==> src/rtl/ieqd_pkg.sv <==
// Shared constants, types and lookup functions for the input event queue device.
`timescale 1ns / 1ps
package ieqd_pkg;

  // Ring and window geometry
  localparam int RING_WORDS   = 768;
  localparam int WINDOW_BYTES = 4096;
  localparam int RING_AW      = $clog2(RING_WORDS);
  localparam int RING_CW      = $clog2(RING_WORDS + 1);
  localparam int WIN_SUM_W    = $clog2(WINDOW_BYTES + 8) + 1;

  // Field widths
  localparam int OP_W   = 3;
  localparam int ADDR_W = 12;
  localparam int SIZE_W = 3;
  localparam int DATA_W = 32;
  localparam int KIDX_W = 6;
  localparam int WORD_W = 16;

  // Operation codes
  localparam logic [OP_W-1:0] OP_READ   = 3'd0;
  localparam logic [OP_W-1:0] OP_WRITE  = 3'd1;
  localparam logic [OP_W-1:0] OP_KEY    = 3'd2;
  localparam logic [OP_W-1:0] OP_BUTTON = 3'd3;
  localparam logic [OP_W-1:0] OP_ABS    = 3'd4;
  localparam logic [OP_W-1:0] OP_SYNC   = 3'd5;

  // Bus register offsets
  localparam logic [ADDR_W-1:0] ADDR_EVENTS  = 12'd0;
  localparam logic [ADDR_W-1:0] ADDR_LEN     = 12'd4;
  localparam logic [ADDR_W-1:0] ADDR_DATA    = 12'd8;

  // Configuration register indexes
  typedef enum logic [0:0] {
    CFG_SCREEN_WIDTH  = 1'b0,
    CFG_SCREEN_HEIGHT = 1'b1
  } cfg_idx_t;

  localparam logic [WORD_W-1:0] SCREEN_WIDTH_RST  = 16'd320;
  localparam logic [WORD_W-1:0] SCREEN_HEIGHT_RST = 16'd480;

  // Event types and codes
  localparam logic [WORD_W-1:0] TYPE_SYN   = 16'd0;
  localparam logic [WORD_W-1:0] TYPE_KEY   = 16'd1;
  localparam logic [WORD_W-1:0] TYPE_ABS   = 16'd3;
  localparam logic [WORD_W-1:0] TYPE_SW    = 16'd5;
  localparam logic [WORD_W-1:0] CODE_TOUCH = 16'h014a;

  // Info pages
  localparam logic [15:0]       PAGE_EVBITS_HI = 16'h0001;
  localparam logic [DATA_W-1:0] PAGE_NAME      = 32'h0000_0000;
  localparam logic [DATA_W-1:0] PAGE_ABSDATA   = 32'h0002_0003;
  localparam logic [5:0]        NAME_LEN       = 6'd7;
  localparam logic [5:0]        KEYBITS_LEN    = 6'd42;
  localparam logic [5:0]        ABSDATA_LEN    = 6'd32;

  localparam int          KEYMAP_LEN = 57;
  localparam logic [14:0] ABS_MAX    = 15'h7fff;

  // Controller states
  typedef enum logic [3:0] {
    ST_IDLE, ST_EXEC, ST_POP, ST_MUL, ST_DIV,
    ST_PUSH0, ST_PUSH1, ST_PUSH2, ST_FIN
  } state_t;

  // Datapath status toward the controller
  typedef struct packed {
    logic [OP_W-1:0] op;
    logic            key_ok;
    logic            left;
    logic            pop_ok;
    logic            room;
  } dp_status_t;

  // Controller commands toward the datapath
  typedef struct packed {
    logic       capture;
    logic       exec;
    logic       page_wr;
    logic       pop;
    logic       mul;
    logic       div;
    logic       push;
    logic [1:0] push_sel;
    logic       drop;
    logic       load_out;
  } dp_cmd_t;

  // Keymap: index to key code
  function automatic logic [WORD_W-1:0] keycode(input logic [KIDX_W-1:0] idx);
    logic [WORD_W-1:0] c;
    case (idx)
      6'd0: c = 16'd30;   6'd1: c = 16'd48;   6'd2: c = 16'd46;   6'd3: c = 16'd32;
      6'd4: c = 16'd18;   6'd5: c = 16'd33;   6'd6: c = 16'd34;   6'd7: c = 16'd35;
      6'd8: c = 16'd23;   6'd9: c = 16'd36;   6'd10: c = 16'd37;  6'd11: c = 16'd38;
      6'd12: c = 16'd50;  6'd13: c = 16'd49;  6'd14: c = 16'd24;  6'd15: c = 16'd25;
      6'd16: c = 16'd16;  6'd17: c = 16'd19;  6'd18: c = 16'd31;  6'd19: c = 16'd20;
      6'd20: c = 16'd22;  6'd21: c = 16'd47;  6'd22: c = 16'd17;  6'd23: c = 16'd45;
      6'd24: c = 16'd21;  6'd25: c = 16'd44;  6'd26: c = 16'd2;   6'd27: c = 16'd3;
      6'd28: c = 16'd4;   6'd29: c = 16'd5;   6'd30: c = 16'd6;   6'd31: c = 16'd7;
      6'd32: c = 16'd8;   6'd33: c = 16'd9;   6'd34: c = 16'd10;  6'd35: c = 16'd11;
      6'd36: c = 16'd28;  6'd37: c = 16'd14;  6'd38: c = 16'd57;  6'd39: c = 16'd15;
      6'd40: c = 16'd103; 6'd41: c = 16'd108; 6'd42: c = 16'd105; 6'd43: c = 16'd106;
      6'd44: c = 16'd42;  6'd45: c = 16'd54;  6'd46: c = 16'd29;  6'd47: c = 16'd97;
      6'd48: c = 16'd56;  6'd49: c = 16'd100; 6'd50: c = 16'd158; 6'd51: c = 16'd102;
      6'd52: c = 16'd139; 6'd53: c = 16'd116; 6'd54: c = 16'd115; 6'd55: c = 16'd114;
      6'd56: c = 16'd107;
      default: c = 16'd0;
    endcase
    return c;
  endfunction

  // Key capability bitmap: keymap codes plus send and touch
  function automatic logic [7:0] key_bits(input logic [ADDR_W-1:0] off);
    logic [7:0] b;
    case (off)
      12'd0:  b = 8'hfc;  12'd1:  b = 8'hcf;  12'd2:  b = 8'hff;  12'd3:  b = 8'hf3;
      12'd4:  b = 8'h7f;  12'd5:  b = 8'hf4;  12'd6:  b = 8'h47;  12'd7:  b = 8'h03;
      12'd12: b = 8'hd2;  12'd13: b = 8'h1e;  12'd14: b = 8'h1c;  12'd17: b = 8'h08;
      12'd19: b = 8'h40;  12'd28: b = 8'h80;  12'd41: b = 8'h04;
      default: b = 8'h00;
    endcase
    return b;
  endfunction

  // Device name string
  function automatic logic [7:0] name_byte(input logic [2:0] off);
    logic [7:0] b;
    case (off)
      3'd0: b = 8'h71;  3'd1: b = 8'h77;  3'd2: b = 8'h65;  3'd3: b = 8'h72;
      3'd4: b = 8'h74;  3'd5: b = 8'h79;  3'd6: b = 8'h32;
      default: b = 8'h00;
    endcase
    return b;
  endfunction

  // Length in bytes of the selected page
  function automatic logic [5:0] page_len(input logic [DATA_W-1:0] page);
    logic [5:0] n;
    n = 6'd0;
    if (page == PAGE_NAME) begin
      n = NAME_LEN;
    end else if (page[31:16] == PAGE_EVBITS_HI) begin
      if (page[15:0] == TYPE_SYN || page[15:0] == TYPE_ABS || page[15:0] == TYPE_SW) begin
        n = 6'd1;
      end else if (page[15:0] == TYPE_KEY) begin
        n = KEYBITS_LEN;
      end
    end else if (page == PAGE_ABSDATA) begin
      n = ABSDATA_LEN;
    end
    return n;
  endfunction

  // One byte of the selected page; w_m1/h_m1 are the reported maxima
  function automatic logic [7:0] page_byte(input logic [DATA_W-1:0] page,
                                           input logic [ADDR_W-1:0] off,
                                           input logic [WORD_W-1:0] w_m1,
                                           input logic [WORD_W-1:0] h_m1);
    logic [7:0]        b;
    logic [WORD_W-1:0] v;
    b = 8'h00;
    v = '0;
    if (off < ADDR_W'(page_len(page))) begin
      if (page == PAGE_NAME) begin
        b = name_byte(off[2:0]);
      end else if (page[31:16] == PAGE_EVBITS_HI) begin
        if (page[15:0] == TYPE_KEY) begin
          b = key_bits(off);
        end else if (page[15:0] == TYPE_ABS) begin
          b = 8'h03;
        end else begin
          b = 8'h01;
        end
      end else begin
        if (off[4:2] == 3'd1) begin
          v = w_m1;
        end else if (off[4:2] == 3'd5) begin
          v = h_m1;
        end
        case (off[1:0])
          2'd0:    b = v[7:0];
          2'd1:    b = v[15:8];
          default: b = 8'h00;
        endcase
      end
    end
    return b;
  endfunction

  // Ring index advance with wrap
  function automatic logic [RING_AW-1:0] ring_next(input logic [RING_AW-1:0] i);
    return (i == RING_AW'(RING_WORDS - 1)) ? '0 : i + 1'b1;
  endfunction

endpackage

==> src/rtl/ieqd_ctrl.sv <==
// Controller: sequences each item through the datapath and owns the handshakes.
`timescale 1ns / 1ps
module ieqd_ctrl (
  input  logic                 clk,
  input  logic                 rst,
  input  logic                 in_valid,
  output logic                 in_ready,
  output logic                 out_valid,
  input  logic                 out_ready,
  input  ieqd_pkg::dp_status_t status,
  output ieqd_pkg::dp_cmd_t    cmd
);
  import ieqd_pkg::*;

  state_t state;
  state_t state_next;
  logic   out_slot_free;

  assign out_slot_free = !out_valid || out_ready;

  // State register
  always_ff @(posedge clk) begin
    if (rst) begin
      state <= ST_IDLE;
    end else begin
      state <= state_next;
    end
  end

  // Result valid flag
  always_ff @(posedge clk) begin
    if (rst) begin
      out_valid <= 1'b0;
    end else if (cmd.load_out) begin
      out_valid <= 1'b1;
    end else if (out_ready) begin
      out_valid <= 1'b0;
    end
  end

  // Next state and commands
  always_comb begin
    state_next = state;
    cmd        = '0;
    in_ready   = 1'b0;
    unique case (state)
      ST_IDLE: begin
        in_ready = 1'b1;
        if (in_valid) begin
          cmd.capture = 1'b1;
          state_next  = ST_EXEC;
        end
      end
      ST_EXEC: begin
        cmd.exec   = 1'b1;
        state_next = ST_FIN;
        case (status.op)
          OP_READ: begin
            if (status.pop_ok) begin
              state_next = ST_POP;
            end
          end
          OP_WRITE: begin
            cmd.page_wr = 1'b1;
          end
          OP_KEY, OP_BUTTON, OP_SYNC: begin
            if ((status.op == OP_KEY && status.key_ok) ||
                (status.op == OP_BUTTON && status.left) ||
                status.op == OP_SYNC) begin
              if (status.room) begin
                state_next = ST_PUSH0;
              end else begin
                cmd.drop = 1'b1;
              end
            end
          end
          OP_ABS: begin
            state_next = ST_MUL;
          end
          default: begin
            state_next = ST_FIN;
          end
        endcase
      end
      ST_POP: begin
        cmd.pop    = 1'b1;
        state_next = ST_FIN;
      end
      ST_MUL: begin
        cmd.mul    = 1'b1;
        state_next = ST_DIV;
      end
      ST_DIV: begin
        cmd.div = 1'b1;
        if (status.room) begin
          state_next = ST_PUSH0;
        end else begin
          cmd.drop   = 1'b1;
          state_next = ST_FIN;
        end
      end
      ST_PUSH0: begin
        cmd.push     = 1'b1;
        cmd.push_sel = 2'd0;
        state_next   = ST_PUSH1;
      end
      ST_PUSH1: begin
        cmd.push     = 1'b1;
        cmd.push_sel = 2'd1;
        state_next   = ST_PUSH2;
      end
      ST_PUSH2: begin
        cmd.push     = 1'b1;
        cmd.push_sel = 2'd2;
        state_next   = ST_FIN;
      end
      ST_FIN: begin
        if (out_slot_free) begin
          cmd.load_out = 1'b1;
          state_next   = ST_IDLE;
        end
      end
      default: begin
        state_next = ST_IDLE;
      end
    endcase
  end
endmodule

==> config.mk <==
export PLATFORM = sky130hd
export DESIGN_NAME = ieqd_ctrl
export DESIGN_NICKNAME = d
export VERILOG_FILES = /design/src/rtl/ieqd_pkg.sv /design/src/rtl/ieqd_ctrl.sv
export SDC_FILE = /design/constraint.sdc
export NUM_CORES = 1
export LEC_CHECK = 0
export BUFFER_PORTS_ARGS = -buffer_cell sky130_fd_sc_hd__buf_2
export CELL_PAD_IN_SITES_DETAIL_PLACEMENT = 2
export CELL_PAD_IN_SITES_GLOBAL_PLACEMENT = 2
export CORE_ASPECT_RATIO = 0.75
export CORE_MARGIN = 8
export CORE_UTILIZATION = 23
export DETAILED_ROUTE_END_ITERATION = 8
export GPL_TIMING_DRIVEN = 0
export PLACE_DENSITY = 0.75
export SYNTH_ARGS = -nofsm -noshare
export SYNTH_HDL_FRONTEND = slang
export SYNTH_SLANG_ARGS = --single-unit
==> constraint.sdc <==
create_clock -name clk -period 2.9 [get_ports clk]
set_input_delay 0.29 -clock clk [delete_from_list [all_inputs] [get_ports clk]]
set_output_delay 0.29 -clock clk [all_outputs]
set_load 0.01 [all_outputs]
==> metrics.cfg, run 1 <==
[status]
status=complete, no violations

[min_path]
hp-class=input pin to register
hold_path_end=out_valid
hp-start=rst
whs_path_depth=2

[detailed_routing]
routed_wl_mm=1.65
drt-vias-per-instance=4.96
drtIter0Drc=22
num_vias=555
wire_per_inst_um=14.7
drc=0
drt_first_pass_iters=4
postRouteAntennaNets=0

[worst_setup_path]
required_ns=2.61
cp-end-kind=primary output
rr_endpoint=state[0]
rr_startpoint=state[0]
reg2reg_depth=4
worstSetupPathType=register to primary output
start_kind=register
r2r_slack_ns=1.49
cp_max_fo=6
cp.arrival_ns=1.63

[power_and_ir_drop]
p_per_area_mw_per_mm2=383
p_total_mw=0.243
peakVddDrop_v=0.000183
p_leak_nw=0.285

[timing]
tns_ns=0
period_minus_slack_ns=1.92
final_hold_viol_count=0
fin_crit_sh_pct=66.2
finalSetupViolations=0
fmax_mhz=521
rsz0062_at_grt=no
clock_skew_ns=0.00142
tightest_slew_ns=0.486
slew_headroom_pct=67.4
timing.hold.ws_ns=0.299
maxSlewViolCount=0

[yosys]
netlist_instances=61
ys.flop_type=dfxtp_1
syn_avg_cell_area_sq_um=7.57
async_flop_share_pct=0
synthDistinctLibCells=30
synth_warnings=0
synth_fp_nets=72
seq_area_frac_synth_pct=21.7
synth-edff-count=0
ys_ff_latch=5
netlist_area_sq_um=462

[final_layout]
final_common_cell=buf_2
syn_to_final_growth_pct=37.1
layout-drive-gt1-share_pct=37.5
diodes=0
final_cell_area_sq_um=633
final_nets=100
final_cell_mix=buf_2, nor2_1, nor3_1
fill_cells=227
postLayoutCoreUtil_pct=32.6

[floorplan]
die_w_um=67.7
initial_utilization_pct=23.7
num_rows=14
core_area_sq_mm=0.00194
dieHeight_um=54.8
ios=24
die-area_sq_mm=0.00371

[clock_tree]
clock_sinks=5
cts_setup_buffers=0
clock_path_buffers=2
cts_buffers=3
hold_buffers=0
root_buffer=clkbuf_4
clk_latency_ns=0.24
ctsResizeCount=0
cts_tree=done
clkSlewWorstSetupHoldPaths_ns=0.04
htree_num_levels=1

[global_routing]
grt_max_degree=11
grt_pass1_wl_mm=2.86
grt_pass1_vias=602
globalRoute.totalOverflow=0
grtUsageTotal_pct=9.96
antenna_found_initial=0

[placement]
place.gp.congestion=0.764
hpwl_mm=1.37
port_buffers=23
dpl_cell_area_sq_um=607

[run]
cap_violations=0

worst max-delay path, stage by stage (launching register included):
cell and delay, ns:
dfxtp_1 0.40, or4b_4 0.53, a31oi_4 0.18, nor2_1 0.06
nor2_1 0.09, buf_2 0.13
worst max-delay path by stage:
stage               endpoint  startpoint  slack, ns  cells after the start
finish                cmd[1]    state[0]       0.98                      5
global route          cmd[1]    state[0]       0.82                      5
CTS                   cmd[1]    state[2]       0.96                      5
detailed placement    cmd[1]    state[2]       1.23                      5
global placement      cmd[1]    state[2]       1.24                      5
floorplan             cmd[8]    state[2]       1.27                      2
synthesized netlist by cell type (all sizes together), types with 2 or more instances:
library cell | instances | share of area [%]
buf | 2 | 2.2
a211oi | 2 | 3.3
a21oi | 4 | 6.0
o21ai | 2 | 3.0
dfxtp | 5 | 22
nand2 | 3 | 2.4
inv | 3 | 2.4
nand3b | 3 | 4.9
clkbuf | 2 | 1.6
nor3 | 6 | 6.5
nor2 | 7 | 5.7
nand2b | 4 | 5.4
nor3b | 2 | 3.3
and3 | 2 | 2.7
layout make-up:
cell class	count	area, sq um	share of cell area (%)
Clock buffer	4	26.3	4.15
Tap cell	24	30.0	4.74
Multi-Input combinational cell	49	333	52.6
Buffer	4	17.5	2.77
Timing Repair Buffer	23	115	18.2
Sequential cell	5	100	15.8
Inverter	3	11.3	1.78
routing by layer:
layer | track usage [%] | vias to the layer above | share of wire [%] | wire, um
li1 | - | 281 | - | -
met1 | 12.3 | 264 | 47 | 776
met2 | 16.3 | 10 | 48 | 787
met3 | 3.07 | 0 | 5.2 | 86
met4 | 3.11 | 0 | 0 | 0
met5 | 0 | - | 0 | 0
report_power, final:
group          total, mW  internal, mW  switching [mW]
clock network     0.0779        0.0519          0.0260
logic             0.0861        0.0363          0.0498
registers         0.0787        0.0739         0.00484
total              0.243         0.162          0.0807
through the flow:
| step | setup WS [ns] | std cells |
|---|---|---|
| after floorplan | 1.27 | 61 |
| after global placement | 1.24 | 108 |
| after detailed placement | 1.23 | 108 |
| after CTS | 0.962 | 112 |
| after global routing | 0.820 | 112 |
| final | 0.981 | 112 |
cells by family (layout without fill, tap and decap cells):
family / count (synthesis) / count (layout) / share of synthesized area, %
xor gates and xnor gates: 1 / 1 / 1.90
and+or+nand+nor: 34 / 34 / 43.9
buffers and inverters: 7 / 34 / 6.23
AOI/OAI and AO/OA: 14 / 14 / 26.3
DFF: 5 / 5 / 21.7
registers in the layout, indices dropped and copies added, names as in the netlist:
| name | flops |
|---|---|
| out_valid | 1 |
| state | 4 |
(Power assumes the default switching activity.)
==> run 2: changes to the inputs <==
--- a/config.mk
+++ b/config.mk
@@ -10,10 +10,10 @@
 export CELL_PAD_IN_SITES_GLOBAL_PLACEMENT = 2
 export CORE_ASPECT_RATIO = 0.75
 export CORE_MARGIN = 8
-export CORE_UTILIZATION = 23
+export CORE_UTILIZATION = 19
 export DETAILED_ROUTE_END_ITERATION = 8
 export GPL_TIMING_DRIVEN = 0
-export PLACE_DENSITY = 0.75
+export PLACE_DENSITY = 0.66
 export SYNTH_ARGS = -nofsm -noshare
 export SYNTH_HDL_FRONTEND = slang
 export SYNTH_SLANG_ARGS = --single-unit
==> constraint.sdc (replaced) <==
create_clock -name clk -period 1.6 [get_ports clk]
set_input_delay 0.16 -clock clk [delete_from_list [all_inputs] [get_ports clk]]
set_output_delay 0.16 -clock clk [all_outputs]
set_load 0.01 [all_outputs]
==> run 2 against run 1 <==
The flow now finishes with violations (setup timing). Wire length is 6.5% higher. Critical path depth stayed put. Flip-flop and latch count stayed put. Global-route usage is 1.1 points lower. Register-to-register slack worse by 1.3 ns. Combinational power is 95% higher. Die area is 15% higher. Critical path type unchanged. Largest power group unchanged.
==> metrics.cfg, run 2 (same netlist as run 1, synthesis figures left out) <==
[detailed_routing]
wire_per_inst_um=14.4  ; -2.2%
drc=0  ; unchanged
drtIter0Drc=25  ; +14%
drt-vias-per-instance=4.62  ; -6.7%
postRouteAntennaNets=0  ; unchanged
num_vias=564  ; +1.6%
drt_first_pass_iters=5  ; +1
routed_wl_mm=1.76  ; +6.5%

[timing]
tightest_slew_ns=0.337  ; -0.149 ns
fmax_mhz=573
rsz0062_at_grt=yes
clock_skew_ns=0.00285  ; +0.00143 ns
fin_crit_sh_pct=109
maxSlewViolCount=0  ; unchanged
finalSetupViolations=2  ; +2
setup_ws_ns=-0.146  ; -1.13 ns
timing.hold.ws_ns=0.182  ; -0.117 ns
slew_headroom_pct=77.4  ; +10 points
final_hold_viol_count=0  ; unchanged
period_minus_slack_ns=1.75

[run]
cap_violations=0  ; unchanged

[final_layout]
final_cell_area_sq_um=677  ; +6.9%
largest_reg_flops=4  ; unchanged
largestRegisters=state (4), out_valid (1)
final_common_cell=buf_2
final_cell_mix=buf_2, nor2_1, nand2b_1, nor3_1
syn_to_final_growth_pct=46.6
final_nets=100  ; unchanged
layout-drive-gt1-share_pct=46.6  ; +9.1 points
diodes=0  ; unchanged
top_register=state

[power_and_ir_drop]
p_sw_mw=0.159  ; +97%
p_total_mw=0.462  ; +90%
pwr-share-comb_pct=36.4  ; +0.9 points
p_int_mw=0.303  ; +87%
seqPwrFrac_pct=31.1  ; -1.3 points
p_leak_nw=0.305  ; +7.2%
p_per_area_mw_per_mm2=683  ; +78%
peakVddDrop_v=0.000184  ; +0.68%
clockPowerShare_pct=32.4  ; +0.3 points
sw_frac_of_total_pct=34.3  ; +1.1 points

[floorplan]
core_area_sq_mm=0.00231  ; +19%
die-area_sq_mm=0.00428  ; +15%
num_rows=15  ; +1
initial_utilization_pct=20.0  ; -3.7 points
die_w_um=72.9  ; +7.7%
ios=24  ; unchanged
dieHeight_um=58.7  ; +7.1%

[placement]
place.gp.congestion=0.793  ; +3.8%
hpwl_mm=1.46  ; +5.9%
dpl_worst_slack_ns=0.0697  ; -1.16 ns
dpl_cell_area_sq_um=619  ; +2.1%
port_buffers=23  ; unchanged

[worst_setup_path]
cp-end-kind=primary output
cp.arrival_ns=1.59  ; -0.04 ns
required_ns=1.44  ; -1.17 ns
cp_max_fo=4  ; -2
start_kind=register
worstSetupPathType=register to primary output

[global_routing]
globalRoute.totalOverflow=0  ; unchanged
antenna_found_initial=0  ; unchanged
grt_pass1_vias=613  ; +1.8%
grtUsageTotal_pct=8.82  ; -1.1 points
grt_max_degree=11  ; unchanged
grt_pass1_wl_mm=2.89  ; +1.2%

[clock_tree]
clk_latency_ns=0.24  ; about the same
htree_num_levels=1  ; unchanged
cts_tree=done
cts_buffers=3  ; unchanged
hold_buffers=0  ; unchanged
clkSlewWorstSetupHoldPaths_ns=0.05  ; about the same
clock_sinks=5  ; unchanged
root_buffer=clkbuf_4
clock_path_buffers=2  ; unchanged

[status]
violations=setup timing
status=finished with violations

[min_path]
hp-class=input pin to register

-- run 2: what timing repair did --
action                                  4_1_cts  5_1_grt
resized for setup                             4        8
pin swaps                                     1        0
buffers inserted                              0        0
endpoints found under the setup margin        4        7
-- run 2: path summary, 6_finish.rpt --
| path | startpoint | to | slack [ns] | depth (start not counted) |
|---|---|---|---|---|
| setup / recovery | state[3] | cmd[1] | -0.15 | 5 |
| hold reg to reg | out_valid | out_valid | 0.54 | 2 |
| hold / removal | rst | state[1] | 0.18 | 2 |
| setup reg to reg | state[3] | state[0] | 0.23 | 4 |
-- run 2: area by class of cell --
type,instances,area (sq um)
flip-flops and latches,5,104
well taps,34,42.5
multi-input cells,49,358
clock buffers,4,26.3
repair buffers,23,115
inverters,3,11.3
fillers,291,1630
plain buffers,4,20.0
-- run 2: per-stage QoR --
step | TNS (ns) | instances | utilization [%]
final | -0.266 | 122 | 29.3
after global routing | -0.476 | 122 | 29.3
after CTS | -0.359 | 122 | 28.3
after detailed placement | 0 | 118 | 26.8
after global placement | 0 | 118 | 26.8
after floorplan | 0 | 61 | -
-- run 2: power by group through the flow --
| stage | Combinational, mW | Clock, mW | Sequential, mW |
|---|---|---|---|
| 2_1_floorplan | 0.0982 | 0 | 0.143 |
| 3_3_place_gp | 0.155 | 0 | 0.144 |
| 3_5_place_dp | 0.159 | 0 | 0.145 |
| 4_1_cts | 0.161 | 0.156 | 0.143 |
| 5_1_grt | 0.188 | 0.169 | 0.145 |
| 6_report | 0.168 | 0.150 | 0.144 |
-- run 2: layer usage --
layer | track usage, % | vias up | part of all wire (%)
met4 | 3.69 | 0 | 1.8
met2 | 14.5 | 17 | 46
met3 | 4.07 | 4 | 7.3
met5 | 0 | - | 0
li1 | - | 276 | -
met1 | 9.57 | 267 | 45
-- run 2: worst max-delay path, cell delays in order, from the launching register on --
cell	delay [ns]
dfxtp_2	0.32
or4b_4	0.58
a31oi_4	0.18
nor2_1	0.06
nor2_1	0.08
buf_2	0.13
==> run 3: changes to the inputs <==
--- a/config.mk
+++ b/config.mk
@@ -8,7 +8,6 @@
 export BUFFER_PORTS_ARGS = -buffer_cell sky130_fd_sc_hd__buf_2
 export CELL_PAD_IN_SITES_DETAIL_PLACEMENT = 2
 export CELL_PAD_IN_SITES_GLOBAL_PLACEMENT = 2
-export CORE_ASPECT_RATIO = 0.75
 export CORE_MARGIN = 8
 export CORE_UTILIZATION = 19
 export DETAILED_ROUTE_END_ITERATION = 8
==> run 3 against run 2 <==
The flow still finishes with violations (setup timing). Combinational power up 2%. Clock skew down 0.0021 ns. Critical endpoint unchanged. Clock-buffer cell count unchanged. Wire length down 4.7%. Critical path depth unchanged. Sequential power about the same. Sequential share of layout area down 0.31 points. Final area up 2.0%. Final cell count down 2.5%. Flip-flop and latch count unchanged. Global-route usage down 0.38 points.
==> metrics.cfg, run 3 (same netlist as run 1, synthesis figures left out) <==
[clock_tree]
hold_buffers=0  ; unchanged
clock_sinks=5  ; unchanged
cts_buffers=3  ; unchanged
clkSlewWorstSetupHoldPaths_ns=0.04  ; about the same
clock_path_buffers=2  ; unchanged
root_buffer=clkbuf_4
clk_latency_ns=0.25  ; about the same
cts_tree=done
htree_num_levels=1  ; unchanged

[global_routing]
grtUsageTotal_pct=8.43  ; -0.38 points
globalRoute.totalOverflow=0  ; unchanged
grt_max_degree=12  ; +1
antenna_found_initial=0  ; unchanged
grt_pass1_wl_mm=2.99  ; +3.6%
grt_pass1_vias=664  ; +8.3%

[final_layout]
largest_reg_flops=4  ; unchanged
postLayoutCoreUtil_pct=28.9  ; -0.39 points
top_register=state
syn_to_final_growth_pct=49.6
final_common_cell=buf_2
final_cell_mix=buf_2, nor2_1, nand2b_1, nor3_1
largestRegisters=state (4), out_valid (1)
seq_area_sq_um=104  ; unchanged
layout-drive-gt1-share_pct=48.3  ; +1.7 points
fill_cells=306  ; +5.2%
diodes=0  ; unchanged
multiInputGateArea_sq_um=364  ; +1.7%
final_nets=101  ; +1.0%

[timing]
maxSlewViolCount=0  ; unchanged
setup_ws_ns=-0.146  ; -0.000187 ns
fmax_mhz=573  ; about the same
tightest_slew_ns=0.291  ; -0.0465 ns
fin_crit_sh_pct=109  ; about the same
rsz0062_at_grt=yes
finalSetupViolations=2  ; unchanged
period_minus_slack_ns=1.75  ; +0.000187 ns
clock_skew_ns=0.000760  ; -0.00209 ns
final_hold_viol_count=0  ; unchanged
slew_headroom_pct=80.5  ; +3.2 points

[detailed_routing]
num_vias=572  ; +1.4%
drc=0  ; unchanged
drt_first_pass_iters=3  ; -2
postRouteAntennaNets=0  ; unchanged
routed_wl_mm=1.68  ; -4.7%
drt-vias-per-instance=4.81  ; +4.0%
wire_per_inst_um=14.1  ; -2.3%
drtIter0Drc=16  ; -36%

[worst_setup_path]
cp.arrival_ns=1.59  ; about the same
required_ns=1.44  ; about the same
worstSetupPathType=register to primary output
start_kind=register
cp-end-kind=primary output
cp_max_fo=4  ; unchanged

[power_and_ir_drop]
p_leak_nw=0.312  ; +2.1%
p_per_area_mw_per_mm2=675  ; -1.1%
peakVddDrop_v=0.000233  ; +26%
p_total_mw=0.466  ; +0.87%

[floorplan]
die_w_um=65.3  ; -10%
die-area_sq_mm=0.00426  ; -0.38%
core_area_sq_mm=0.00239  ; +3.4%
ios=24  ; unchanged
dieHeight_um=65.3  ; +11%
num_rows=18  ; +3
initial_utilization_pct=19.3  ; -0.66 points

[min_path]
hp-class=input pin to register

[placement]
port_buffers=23  ; unchanged
dpl_worst_slack_ns=0.0426  ; -0.0271 ns
place.gp.congestion=0.734  ; -7.5%
hpwl_mm=1.34  ; -7.9%

[status]
status=finished with violations
violations=setup timing

[run]
cap_violations=0  ; unchanged

[run 3: stage by stage]
stage | hold WS, ns | setup TNS [ns] | instance area, sq um | cells
after global placement | 0.419 | 0 | 614 | 114
after global routing | 0.156 | -0.389 | 691 | 119
after detailed placement | 0.415 | 0 | 614 | 114
after floorplan | 0.229 | 0 | 462 | 61
after CTS | 0.144 | -0.296 | 686 | 120
final | 0.156 | -0.244 | 691 | 119
[run 3: what timing repair did]
item | CTS | global route
endpoints found under the setup margin | 4 | 7
pin swaps | 1 | 0
buffers inserted | 3 | 0
gates resized for setup | 7 | 3
[run 3: area by class of cell]
type                       instances  share of cell area [%]
timing repair buffer              26                    19.9
multi-input combinational         49                    52.7
inverter                           3                    1.63
clock buffer                       4                    3.80
buffer                             2                    1.45
tap                               30                    5.43
sequential                         5                    15.0
[run 3: power breakdown]
part / total [mW] / internal (mW) / switching (mW)
clock network: 0.151 / 0.0946 / 0.0561
registers: 0.144 / 0.135 / 0.00880
logic: 0.172 / 0.0751 / 0.0967
[run 3: critical path: stages (launching register included)]
cell	delay, ns
dfxtp_2	0.31
or4b_4	0.58
a31oi_4	0.18
nor2_1	0.06
nor2_1	0.08
buf_2	0.13
[run 3: path summary, 6_finish.rpt]
| check | from | to | slack, ns | cells after the start |
|---|---|---|---|---|
| hold reg to reg | out_valid | out_valid | 0.56 | 2 |
| setup reg to reg | state[1] | state[3] | 0.22 | 3 |
| setup / recovery | state[1] | cmd[1] | -0.15 | 5 |
| hold / removal | rst | state[1] | 0.16 | 2 |
[run 3: per-layer routing]
layer	wire [um]	vias up	GRT usage, %
li1	-	279	-
met1	717	274	9.21
met2	832	17	15.0
met3	100	2	1.36
met4	27	0	4.90
met5	0	-	0
